$ cat src/design/fssu_pkg.sv
// Shared constants, types and helper functions of the sigmoid / SiLU unit.
package fssu_pkg;

  localparam int FRAC_BITS  = 12;
  localparam int SCALE      = 4096;
  localparam int TAIL_INDEX = 8;
  localparam int LATENCY    = 11;
  localparam logic signed [31:0] SAT_LIMIT = 32'sd36864;

  localparam logic [1:0] FUNC_SIGMOID = 2'd0;
  localparam logic [1:0] FUNC_SILU    = 2'd1;
  localparam logic [1:0] FUNC_SWIGLU  = 2'd2;
  localparam logic [1:0] FUNC_NONE    = 2'd3;

  // Operand description carried alongside the divider.
  typedef struct packed {
    logic [1:0]         func;
    logic signed [31:0] x1;
    logic signed [31:0] x2;
    logic               sat_hi1;
    logic               sat_lo1;
    logic               neg1;
    logic               sat_hi2;
    logic               sat_lo2;
    logic               neg2;
    logic signed [31:0] opb;
  } side_t;

  // exp(-k) in Q12 for k = 0..9.
  function automatic logic [12:0] exp_rom(input logic [3:0] idx);
    case (idx)
      4'd0:    return 13'd4096;
      4'd1:    return 13'd1507;
      4'd2:    return 13'd554;
      4'd3:    return 13'd204;
      4'd4:    return 13'd75;
      4'd5:    return 13'd28;
      4'd6:    return 13'd10;
      4'd7:    return 13'd4;
      4'd8:    return 13'd1;
      default: return 13'd0;
    endcase
  endfunction

  // Quotient by the scale, truncated toward zero.
  function automatic logic signed [19:0] div_scale(input logic signed [31:0] v);
    logic signed [31:0] t;
    t = v >>> FRAC_BITS;
    if (v[31] && (v[11:0] != 12'd0)) begin
      t = t + 32'sd1;
    end
    return t[19:0];
  endfunction

  // Remainder by the scale, carrying the sign of the dividend.
  function automatic logic signed [12:0] mod_scale(input logic signed [31:0] v);
    logic signed [12:0] r;
    r = $signed({1'b0, v[11:0]});
    if (v[31] && (v[11:0] != 12'd0)) begin
      r = r - 13'sd4096;
    end
    return r;
  endfunction

endpackage

$ cat src/design/fssu_div_stage.sv
// One registered slice of the restoring divider for the sigmoid quotient.
module fssu_div_stage #(
  parameter int TOP_BIT  = 12,
  parameter int NUM_BITS = 4
) (
  input  logic             clk_i,
  input  logic             rst_ni,
  input  logic             vld_i,
  input  fssu_pkg::side_t  side_i,
  input  logic [13:0]      den_i,
  input  logic [25:0]      rem_i,
  input  logic [12:0]      quo_i,
  output logic             vld_o,
  output fssu_pkg::side_t  side_o,
  output logic [13:0]      den_o,
  output logic [25:0]      rem_o,
  output logic [12:0]      quo_o
);

  logic             vld_q;
  fssu_pkg::side_t  side_q;
  logic [13:0]      den_q;
  logic [25:0]      rem_d, rem_q;
  logic [12:0]      quo_d, quo_q;

  always_comb begin
    logic [26:0] trial;
    rem_d = rem_i;
    quo_d = quo_i;
    for (int i = 0; i < NUM_BITS; i++) begin
      trial = 27'(den_i) << (TOP_BIT - i);
      if ({1'b0, rem_d} >= trial) begin
        rem_d = 26'({1'b0, rem_d} - trial);
        quo_d = quo_d | (13'd1 << (TOP_BIT - i));
      end
    end
  end

  always_ff @(posedge clk_i or negedge rst_ni) begin
    if (!rst_ni) begin
      vld_q <= 1'b0;
    end else begin
      vld_q <= vld_i;
    end
  end

  always_ff @(posedge clk_i) begin
    side_q <= side_i;
    den_q  <= den_i;
    rem_q  <= rem_d;
    quo_q  <= quo_d;
  end

  assign vld_o  = vld_q;
  assign side_o = side_q;
  assign den_o  = den_q;
  assign rem_o  = rem_q;
  assign quo_o  = quo_q;

endmodule

$ cat config.mk
export PLATFORM = sky130hd
export DESIGN_NAME = fssu_div_stage
export DESIGN_NICKNAME = d
export VERILOG_FILES = /design/src/design/fssu_pkg.sv /design/src/design/fssu_div_stage.sv
export SDC_FILE = /design/constraint.sdc
export NUM_CORES = 1
export LEC_CHECK = 0
export ABC_AREA = 1
export BUFFER_PORTS_ARGS = -buffer_cell sky130_fd_sc_hd__buf_2
export CELL_PAD_IN_SITES_DETAIL_PLACEMENT = 1
export CELL_PAD_IN_SITES_GLOBAL_PLACEMENT = 2
export CORE_MARGIN = 10
export CORE_UTILIZATION = 26
export CTS_CLUSTER_DIAMETER = 80
export CTS_CLUSTER_SIZE = 14
export DETAILED_ROUTE_END_ITERATION = 12
export PLACE_DENSITY = 0.83
export SETUP_SLACK_MARGIN = 0.15
export SKIP_CTS_REPAIR_TIMING = 1
export SLEW_MARGIN = 0
export SYNTH_ARGS = -nofsm -noshare
export SYNTH_HDL_FRONTEND = slang
export SYNTH_SLANG_ARGS = --single-unit
$ cat constraint.sdc
create_clock -name clk_i -period 0.8 [get_ports clk_i]
set_input_delay 0.12 -clock clk_i [delete_from_list [all_inputs] [get_ports clk_i]]
set_output_delay 0.12 -clock clk_i [all_outputs]
set_load 0.01 [all_outputs]
==> flow_summary.json, run 1 <==
{
  "outcome": "complete, but fails checks",
  "violations": "negative hold slack, negative setup slack",
  "viasPerCell": 5.21,
  "dieHeight_um": 184,
  "critPathKind": "input pin to flop",
  "cp_common_cell": "nand2_2",
  "grt_max_degree": 20,
  "power_mw": 65.8,
  "layout_commonest_cell": "buf_4",
  "nFillCells": 2961,
  "grt_pass1_vias": 8340,
  "fp.dieArea_sq_um": 33900,
  "fin_nets": 1825,
  "synthesis.nets": 1037,
  "cts_made_buffers": 17,
  "post-place-ws_ns": -6.32,
  "cp_num_buf_inv": 10,
  "vdd_drop_max_v": 0.00243,
  "coreArea_sq_um": 26700,
  "final-hold-violation-count": 5,
  "use_met2_pct": 35.1,
  "pin_count": 318,
  "tritoncts": "yes",
  "ys.warnings.count": 0,
  "gr-total-overflow": 0,
  "first_iter_violations": 826,
  "synth-edff-count": 0,
  "rows": 60,
  "dp_hpwl_um": 29200,
  "drc": 0,
  "vias": 10200,
  "grt_use_met3_pct": 5.57,
  "layout-drive-gt1-share_pct": 63.6,
  "ys_seq_elements": 158,
  "async_flop_share_pct": 0.633,
  "drt-pass1-iter-count": 7,
  "final_cell_mix": "buf_4 (297), buf_2 (197), dlygate4sd3_1 (137), buf_6 (131), nand2_1 (127)",
  "numPortBuffers": 317,
  "layout_min_cycle_time_ns": 7.92,
  "met1_usage_pct": 18.7,
  "p_leak_nw": 7.56,
  "root_buffer": "clkbuf_16",
  "synth_ff_type": "dfxtp_1",
  "netlist_instances": 817,
  "end_kind": "flop",
  "start_util_pct": 26.2,
  "path_clk_slew_ns": 0.08,
  "relSlewSlack_pct": 56.5,
  "cp_slowest_stage_delay_ns": 0.45,
  "cp.required_ns": 1.14,
  "slowest_stage": "o221ai_2",
  "setup_violations": 179,
  "die_w_um": 184,
  "rsz0062_at_grt": "yes",
  "fin_tns_setup_ns": -167.32,
  "gp_congestion": 0.897,
  "hold_path_class": "input pin to flop",
  "clkSinkCount": 158,
  "worst_pin_slew_ns": 0.650,
  "grt.total_usage_pct": 18.8,
  "htree_levels": 4,
  "wl_um": 60400,
  "busiest_layer": "met2",
  "route.detailed.wl_per_inst_um": 30.8,
  "worstPathMaxFanout": 9,
  "avgSynthCellArea_sq_um": 8.58,
  "yosysSeqAreaShare_pct": 45.2,
  "grt_antenna_before_repair": 4,
  "cp_top_family": "simple AND/OR/NAND/NOR gates",
  "holdWs_ns": -0.202,
  "drv_cap": 0,
  "worst_slack_ns": -7.12,
  "p_per_area_nw_per_um2": 4190,
  "drv_slew": 0,
  "fin_crit_sh_pct": 990,
  "worst-endpoint-arrival_ns": 8.26,
  "max_freq_mhz": 126,
  "postRouteAntennaNets": 0,
  "area_growth_pct": 124,
  "grt_pass1_wl_um": 48500,
  "syn_area_sq_um": 7010,
  "clockBufferDepth": 2,
  "worst_setup_path_start_kind": "input pin",
  "synth_cell_types": 47
}
## cells by family (layout without fill, tap and decap cells)
kind of cell    after synthesis  count (layout)  share of synthesized area [%]
compound gates              128             128                           10.1
xor+xnor                     42              42                           5.25
fa+ha+maj                    60              60                           11.1
buf+inv                     102             901                           5.87
flops                       158             158                           45.2
other cells                   0               6                              0
simple gates                327             328                           22.5
## path summary, 6_finish.rpt
kind / start / end / slack [ns] / depth (start not counted)
max in group asynchronous: rst_ni / vld_o / 0.59 / 2
min in group asynchronous: rst_ni / vld_o / 0.07 / 2
setup / recovery: den_i[5] / rem_o[25] / -7.12 / 52
hold / removal: den_i[5] / den_o[5] / -0.20 / 1
## flip-flops by register name, indices dropped and copies added (netlist names)
register and cells:
side_o 104, rem_o 26, den_o 14, quo_o 13, vld_o 1
## power by group
part           total [mW]  switching, mW  internal [mW]
clock network        8.65           4.21           4.44
logic                47.4           27.2           20.3
registers            9.70          0.630           9.07
## synth_stat cells (2+ instances only)
cell type	number	share of area, %
inv_1	89	4.8
and3_1	2	0.18
buf_6	2	0.32
clkbuf_1	3	0.16
o21bai_1	3	0.32
a21o_1	2	0.21
o221ai_1	2	0.25
xnor2_1	16	2.0
o31ai_1	2	0.21
nand4_1	11	0.98
nand2_1	173	9.3
nor2_4	5	0.80
nand3_2	6	0.86
o21ai_1	4	0.29
inv_4	2	0.18
nor2_1	45	2.4
a21oi_2	2	0.25
dfxtp_1	157	45
a211oi_1	2	0.21
nor3_1	9	0.64
or2_2	4	0.36
nand2_2	6	0.54
nor4_1	2	0.18
a21oi_1	48	3.4
a21boi_0	3	0.32
ha_1	56	10
fa_1	4	1.1
o21ai_0	55	3.9
nand3_1	47	3.4
xor2_1	26	3.2
inv_2	3	0.16
nand2_4	9	1.4
buf_4	2	0.21
nor2_2	2	0.18
## through the flow
step,util [%],cells,cell area [sq um]
floorplan,-,817,7330
finish,58.8,1964,15700
global route,58.8,1963,15700
CTS,44.3,1761,11800
detailed placement,42.2,1730,11300
global placement,42.2,1730,11300
## area by class of cell
type	instances	area (sq um)	share of cell area, %
inverters	94	402	2.56
flip-flops and latches	158	3310	21.1
diodes	6	15.0	0.0955
repair buffers	774	6310	40.2
well taps	341	427	2.72
multi-input cells	558	4660	29.7
repair inverters	2	17.5	0.111
clock buffers	18	439	2.79
clock inverters	13	129	0.820
## per-layer routing
layer	routed length [um]	vias up
met3	5080	313
met5	51	-
met1	21300	4952
met4	5830	6
met2	28100	706
li1	-	4255
Note: power is estimated with default switching activity, not from simulation.
==> run 2: changes to the inputs <==
--- a/config.mk
+++ b/config.mk
@@ -10,11 +10,11 @@
 export CELL_PAD_IN_SITES_DETAIL_PLACEMENT = 1
 export CELL_PAD_IN_SITES_GLOBAL_PLACEMENT = 2
 export CORE_MARGIN = 10
-export CORE_UTILIZATION = 26
+export CORE_UTILIZATION = 23
 export CTS_CLUSTER_DIAMETER = 80
 export CTS_CLUSTER_SIZE = 14
 export DETAILED_ROUTE_END_ITERATION = 12
-export PLACE_DENSITY = 0.83
+export PLACE_DENSITY = 0.78
 export SETUP_SLACK_MARGIN = 0.15
 export SKIP_CTS_REPAIR_TIMING = 1
 export SLEW_MARGIN = 0
==> constraint.sdc (replaced) <==
create_clock -name clk_i -period 6.6 [get_ports clk_i]
set_input_delay 0.99 -clock clk_i [delete_from_list [all_inputs] [get_ports clk_i]]
set_output_delay 0.99 -clock clk_i [all_outputs]
set_load 0.01 [all_outputs]
==> run 2 against run 1 <==
  * The flow finishes with violations (negative setup slack)
  * Count of clock-buffer cells in the layout up 2
  * Final area down 16%
  * Clock power down 89%
  * Worst hold slack better by 0.55 ns
  * Die area up 12%
  * Combinational power down 91%
  * Total power down 91%
  * Sequential power down 89%
  * Largest cell class is now multi-input combinational cells
==> flow_summary.json, run 2 (synthesis results as in run 1) <==
{
  "fin_tns_setup_ns": -13.52,
  "path_clk_slew_ns": 0.06,
  "postRouteAntennaNets": 0,
  "rows": 63,
  "cp_slowest_stage_delay_ns": 0.36,
  "layout-drive-gt1-share_pct": 60.0,
  "hold_path_class": "input pin to asynchronous set/reset pin",
  "grt_antenna_before_repair": 2,
  "relSlewSlack_pct": 72.1,
  "first_iter_violations": 158,
  "final_cell_mix": "buf_2 (315), buf_4 (274), dfxtp_1 (157), nand2_1 (135), inv_1 (75)",
  "pin_count": 318,
  "p_leak_nw": 6.59,
  "gr-total-overflow": 0,
  "seqPwrFrac_pct": 17.9,
  "drv_slew": 0,
  "route.detailed.wl_per_inst_um": 19.5,
  "tritoncts": "yes",
  "die_w_um": 195,
  "diodes": 0,
  "worst-endpoint-arrival_ns": 7.71,
  "switching_share_pct": 40.7,
  "gp_congestion": 0.839,
  "cts_made_buffers": 17,
  "worstPathMaxFanout": 15,
  "start_util_pct": 23.5,
  "final-hold-violation-count": 0,
  "violations": "negative setup slack",
  "coreArea_sq_um": 29900,
  "worst_slack_ns": -0.802,
  "utilization_pct": 44.0,
  "outcome": "complete, but fails checks",
  "max_freq_mhz": 135,
  "critPathKind": "input pin to flop",
  "nFillCells": 3553,
  "cp_num_buf_inv": 10,
  "grt_pass1_vias": 8143,
  "layout_commonest_cell": "buf_2",
  "wl_um": 35900,
  "dieHeight_um": 195,
  "end_kind": "flop",
  "htree_levels": 4,
  "p_sw_mw": 2.51,
  "area_growth_pct": 87.5,
  "vdd_drop_max_v": 0.000218,
  "power_mw": 6.18,
  "numPlacedInstances": 1771,
  "comb_power_share_pct": 66.1,
  "cp_top_family": "simple AND/OR/NAND/NOR gates",
  "viasPerCell": 4.34,
  "rsz0062_at_grt": "yes",
  "drv_cap": 0,
  "cp.required_ns": 6.91,
  "worst_pin_slew_ns": 0.417,
  "dp_hpwl_um": 29400,
  "clockBufferDepth": 2,
  "stdcell_count": 1845,
  "fin_nets": 1662,
  "worst_setup_path_start_kind": "input pin",
  "grt_max_degree": 19,
  "layout_min_cycle_time_ns": 7.40,
  "p_int_mw": 3.67,
  "slowest_stage": "ha_4",
  "drt-pass1-iter-count": 6,
  "clkPwrFrac_pct": 15.9,
  "fp.dieArea_sq_um": 37900,
  "drc": 0,
  "fin_crit_sh_pct": 112,
  "largest_reg_flops": 104,
  "vias": 8000,
  "grt_pass1_wl_um": 49100,
  "numPortBuffers": 317,
  "setup_violations": 18,
  "clkSinkCount": 158,
  "p_per_area_nw_per_um2": 470,
  "grt.total_usage_pct": 16.9,
  "root_buffer": "clkbuf_16"
}
run 2: cell types whose count changed in the layout (fill, tap and decap cells not counted), sizes merged:
cell	change
dlygate4sd3	-137
buf	-25
diode	-6
clkinv	+2
inv	-2
clkbuf	+1
nand2	-1
run 2: final timing paths:
check | end | startpoint | cells past startpoint
min in group clk_i | side_o[78] | side_i[78] | 1
max in group asynchronous | vld_o | rst_ni | 1
worst max-delay path | quo_o[9] | den_i[5] | 52
worst min-delay path | vld_o | rst_ni | 1
run 2: stage by stage:
stage | hold slack [ns] | setup slack [ns] | area [sq um]
global placement | 0.790 | -1.43 | 11300
CTS | 0.327 | -1.17 | 11900
global route | 0.324 | -1.13 | 13100
finish | 0.347 | -0.802 | 13100
detailed placement | 0.792 | -1.55 | 11300
floorplan | 0.694 | -0.552 | 7330
run 2: metal layers:
metal / track usage, % / wire length [um] / vias to the layer above
met5: 0 / 17 / -
met4: 4.66 / 834 / 4
met3: 4.32 / 1750 / 40
met2: 31.9 / 19400 / 214
met1: 18.0 / 13900 / 3814
li1: - / - / 3928
run 2: cell type report:
type | count | area, sq um | area share, %
sequential | 158 | 3170 | 24.1
multi-input combinational | 557 | 4500 | 34.2
inverter | 94 | 402 | 3.06
timing repair buffer | 611 | 3970 | 30.2
timing repair inverter | 3 | 26.3 | 0.200
clock buffer | 20 | 467 | 3.55
tap | 390 | 488 | 3.71
clock inverter | 12 | 125 | 0.952
run 2: power by group through the flow:
stage	clock network (mW)	logic (mW)	registers, mW
after detailed placement	0	3.44	1.13
after floorplan	0	1.75	1.18
after CTS	1.01	3.46	1.11
final	0.984	4.09	1.11
after global placement	0	3.35	1.13
after global routing	1.05	4.48	1.12
==> run 3: changes to the inputs <==
--- a/config.mk
+++ b/config.mk
@@ -5,12 +5,11 @@
 export SDC_FILE = /design/constraint.sdc
 export NUM_CORES = 1
 export LEC_CHECK = 0
-export ABC_AREA = 1
 export BUFFER_PORTS_ARGS = -buffer_cell sky130_fd_sc_hd__buf_2
 export CELL_PAD_IN_SITES_DETAIL_PLACEMENT = 1
 export CELL_PAD_IN_SITES_GLOBAL_PLACEMENT = 2
 export CORE_MARGIN = 10
-export CORE_UTILIZATION = 23
+export CORE_UTILIZATION = 24
 export CTS_CLUSTER_DIAMETER = 80
 export CTS_CLUSTER_SIZE = 14
 export DETAILED_ROUTE_END_ITERATION = 12
==> run 3 against run 2 <==
  * The flow still finishes with violations (negative setup slack)
  * Sequential share of layout area is 2.7 points higher
  * Highest routed layer is now met4
  * Worst setup slack worse by 1.5 ns
  * Final area is 10% lower
  * Die area is 7.2% lower
  * Via count is 12% lower
  * Global-route usage is 0.85 points lower
  * Worst hold slack worse by 0.018 ns
==> flow_summary.json, run 3 <==
{
  "outcome": "complete, but fails checks",
  "violations": "negative setup slack",
  "diodes": 0,
  "fp.dieArea_sq_um": 35100,
  "pin_count": 318,
  "grt.total_usage_pct": 16.1,
  "end_kind": "flop",
  "synth_top_area_share_pct": 46.7,
  "rsz0062_at_grt": "yes",
  "ys_seq_elements": 158,
  "worst-endpoint-arrival_ns": 9.22,
  "final_cell_mix": "buf_2 (316), buf_4 (231), dfxtp_1 (157), ha_1 (41)",
  "stdcell_count": 1592,
  "clkPwrFrac_pct": 18.0,
  "layout_min_cycle_time_ns": 8.91,
  "highest_layer": "met4",
  "power_mw": 5.59,
  "wl_um": 29800,
  "holdWs_ns": 0.329,
  "max_freq_mhz": 112,
  "route.detailed.wl_per_inst_um": 18.7,
  "grt_antenna_before_repair": 0,
  "synth_ff_type": "dfxtp_1",
  "fin_nets": 1421,
  "synthesis.nets": 854,
  "drt-pass1-iter-count": 4,
  "clkSinkCount": 158,
  "setup_violations": 18,
  "grt_max_degree": 19,
  "comb_power_share_pct": 62.1,
  "layout_commonest_cell": "buf_2",
  "p_leak_nw": 5.74,
  "cp.required_ns": 6.91,
  "viasPerCell": 4.40,
  "numPlacedInstances": 1538,
  "path_clk_slew_ns": 0.07,
  "drc": 0,
  "drv_cap": 0,
  "dieHeight_um": 187,
  "grt_pass1_wl_um": 43700,
  "utilization_pct": 42.7,
  "first_iter_violations": 224,
  "ys_top_cells_by_count": "dfxtp_1 (157), ha_1 (56), a21oi_1 (52)",
  "synth-edff-count": 0,
  "syn_area_sq_um": 6730,
  "area_growth_pct": 75.8,
  "die_w_um": 187,
  "cts_made_buffers": 17,
  "coreArea_sq_um": 27700,
  "worst_setup_path_start_kind": "input pin",
  "vdd_drop_max_v": 0.000185,
  "worst_slack_ns": -2.31,
  "cp_common_cell": "ha_4",
  "final-hold-violation-count": 0,
  "p_sw_mw": 2.05,
  "layout-drive-gt1-share_pct": 58.9,
  "slowest_stage": "or4_1",
  "avgSynthCellArea_sq_um": 10.6,
  "vias": 7010,
  "clockBufferDepth": 2,
  "yosysMostFrequentCell": "dfxtp_1",
  "netlist_instances": 634,
  "wl_met1_um": 11600,
  "seqPwrFrac_pct": 19.8,
  "synth_cell_types": 63,
  "grt_pass1_vias": 7541,
  "cp_slowest_stage_delay_ns": 0.52,
  "p_int_mw": 3.54,
  "final_area_sq_um": 11800,
  "tritoncts": "yes",
  "nFillCells": 3222,
  "synth.largest_area_cell": "dfxtp_1",
  "rows": 61,
  "numPortBuffers": 317,
  "htree_levels": 4,
  "gp_congestion": 0.849,
  "ys.warnings.count": 0,
  "postPlaceCellArea_sq_um": 10700,
  "wl_met3_um": 1570,
  "start_util_pct": 24.3,
  "drv_slew": 0,
  "ys_top_cells_by_area": "dfxtp_1 (47%), ha_1 (10%), mux2_2 (5.4%)",
  "p_per_area_nw_per_um2": 473,
  "fin_crit_sh_pct": 135,
  "relSlewSlack_pct": 73.0,
  "hold_path_class": "input pin to asynchronous set/reset pin",
  "wl_met2_um": 15900,
  "yosysSeqAreaShare_pct": 47.1,
  "switching_share_pct": 36.7,
  "async_flop_share_pct": 0.633,
  "gr-total-overflow": 0,
  "critPathKind": "input pin to flop",
  "root_buffer": "clkbuf_16",
  "dp_hpwl_um": 25200,
  "postRouteAntennaNets": 0,
  "largest_reg_flops": 104,
  "worst_pin_slew_ns": 0.404,
  "worstPathMaxFanout": 7
}
[run 3: power groups by stage]
stage / clock network (mW) / registers, mW / logic (mW)
finish: 1.01 / 1.11 / 3.47
global route: 1.09 / 1.12 / 3.77
CTS: 1.04 / 1.11 / 3.07
detailed placement: 0 / 1.13 / 3.04
global placement: 0 / 1.13 / 2.97
floorplan: 0 / 1.18 / 1.68
[run 3: critical path: cells and delay by family]
kind                     cells  cell delay [ns]
multiplexers                 3             1.00
AND/OR/NAND/NOR              9             1.85
AO/OA/AOI/OAI               16             3.05
buffers and inverters        7             1.10
adder cells (fa/ha/maj)      4             1.17
[run 3: worst paths after layout]
check	from	to	slack (ns)	cells after the start
worst max-delay path	den_i[2]	rem_o[15]	-2.31	39
worst min-delay path	rst_ni	vld_o	0.33	1
max in group asynchronous	rst_ni	vld_o	6.18	1
min in group clk_i	side_i[71]	side_o[71]	0.66	1
[run 3: cells by family after synthesis]
group                    Yosys count  synth area share, %
AO/OA/AOI/OAI                    159                 16.3
buffers and inverters             35                 2.14
multiplexers                      43                 7.10
flip-flops                       158                 47.1
adder cells (fa/ha/maj)           60                 11.6
AND/OR/NAND/NOR                  139                 10.6
XOR/XNOR                          40                 5.21
[run 3: per-layer routing]
layer | GRT usage (%) | up-vias
met1 | 16.3 | 3346
met3 | 4.90 | 31
met4 | 5.91 | 0
met2 | 30.2 | 205
li1 | - | 3428
met5 | 0 | -
[run 3: final cells by class]
class	instances	area (sq um)	area share, %
Clock buffer	17	425	3.60
Clock inverter	15	196	1.66
Inverter	28	109	0.920
Multi-Input combinational cell	441	4010	33.9
Sequential cell	158	3170	26.8
Tap cell	378	473	4.00
Timing Repair Buffer	555	3450	29.2
[run 3: per-stage QoR]
step	TNS, ns	setup WS, ns
6_report	-40.46	-2.31
5_1_grt	-44.91	-2.54
4_1_cts	-43.11	-2.44
3_5_place_dp	-50.84	-2.85
3_3_place_gp	-46.26	-2.60
2_1_floorplan	-42.82	-2.51
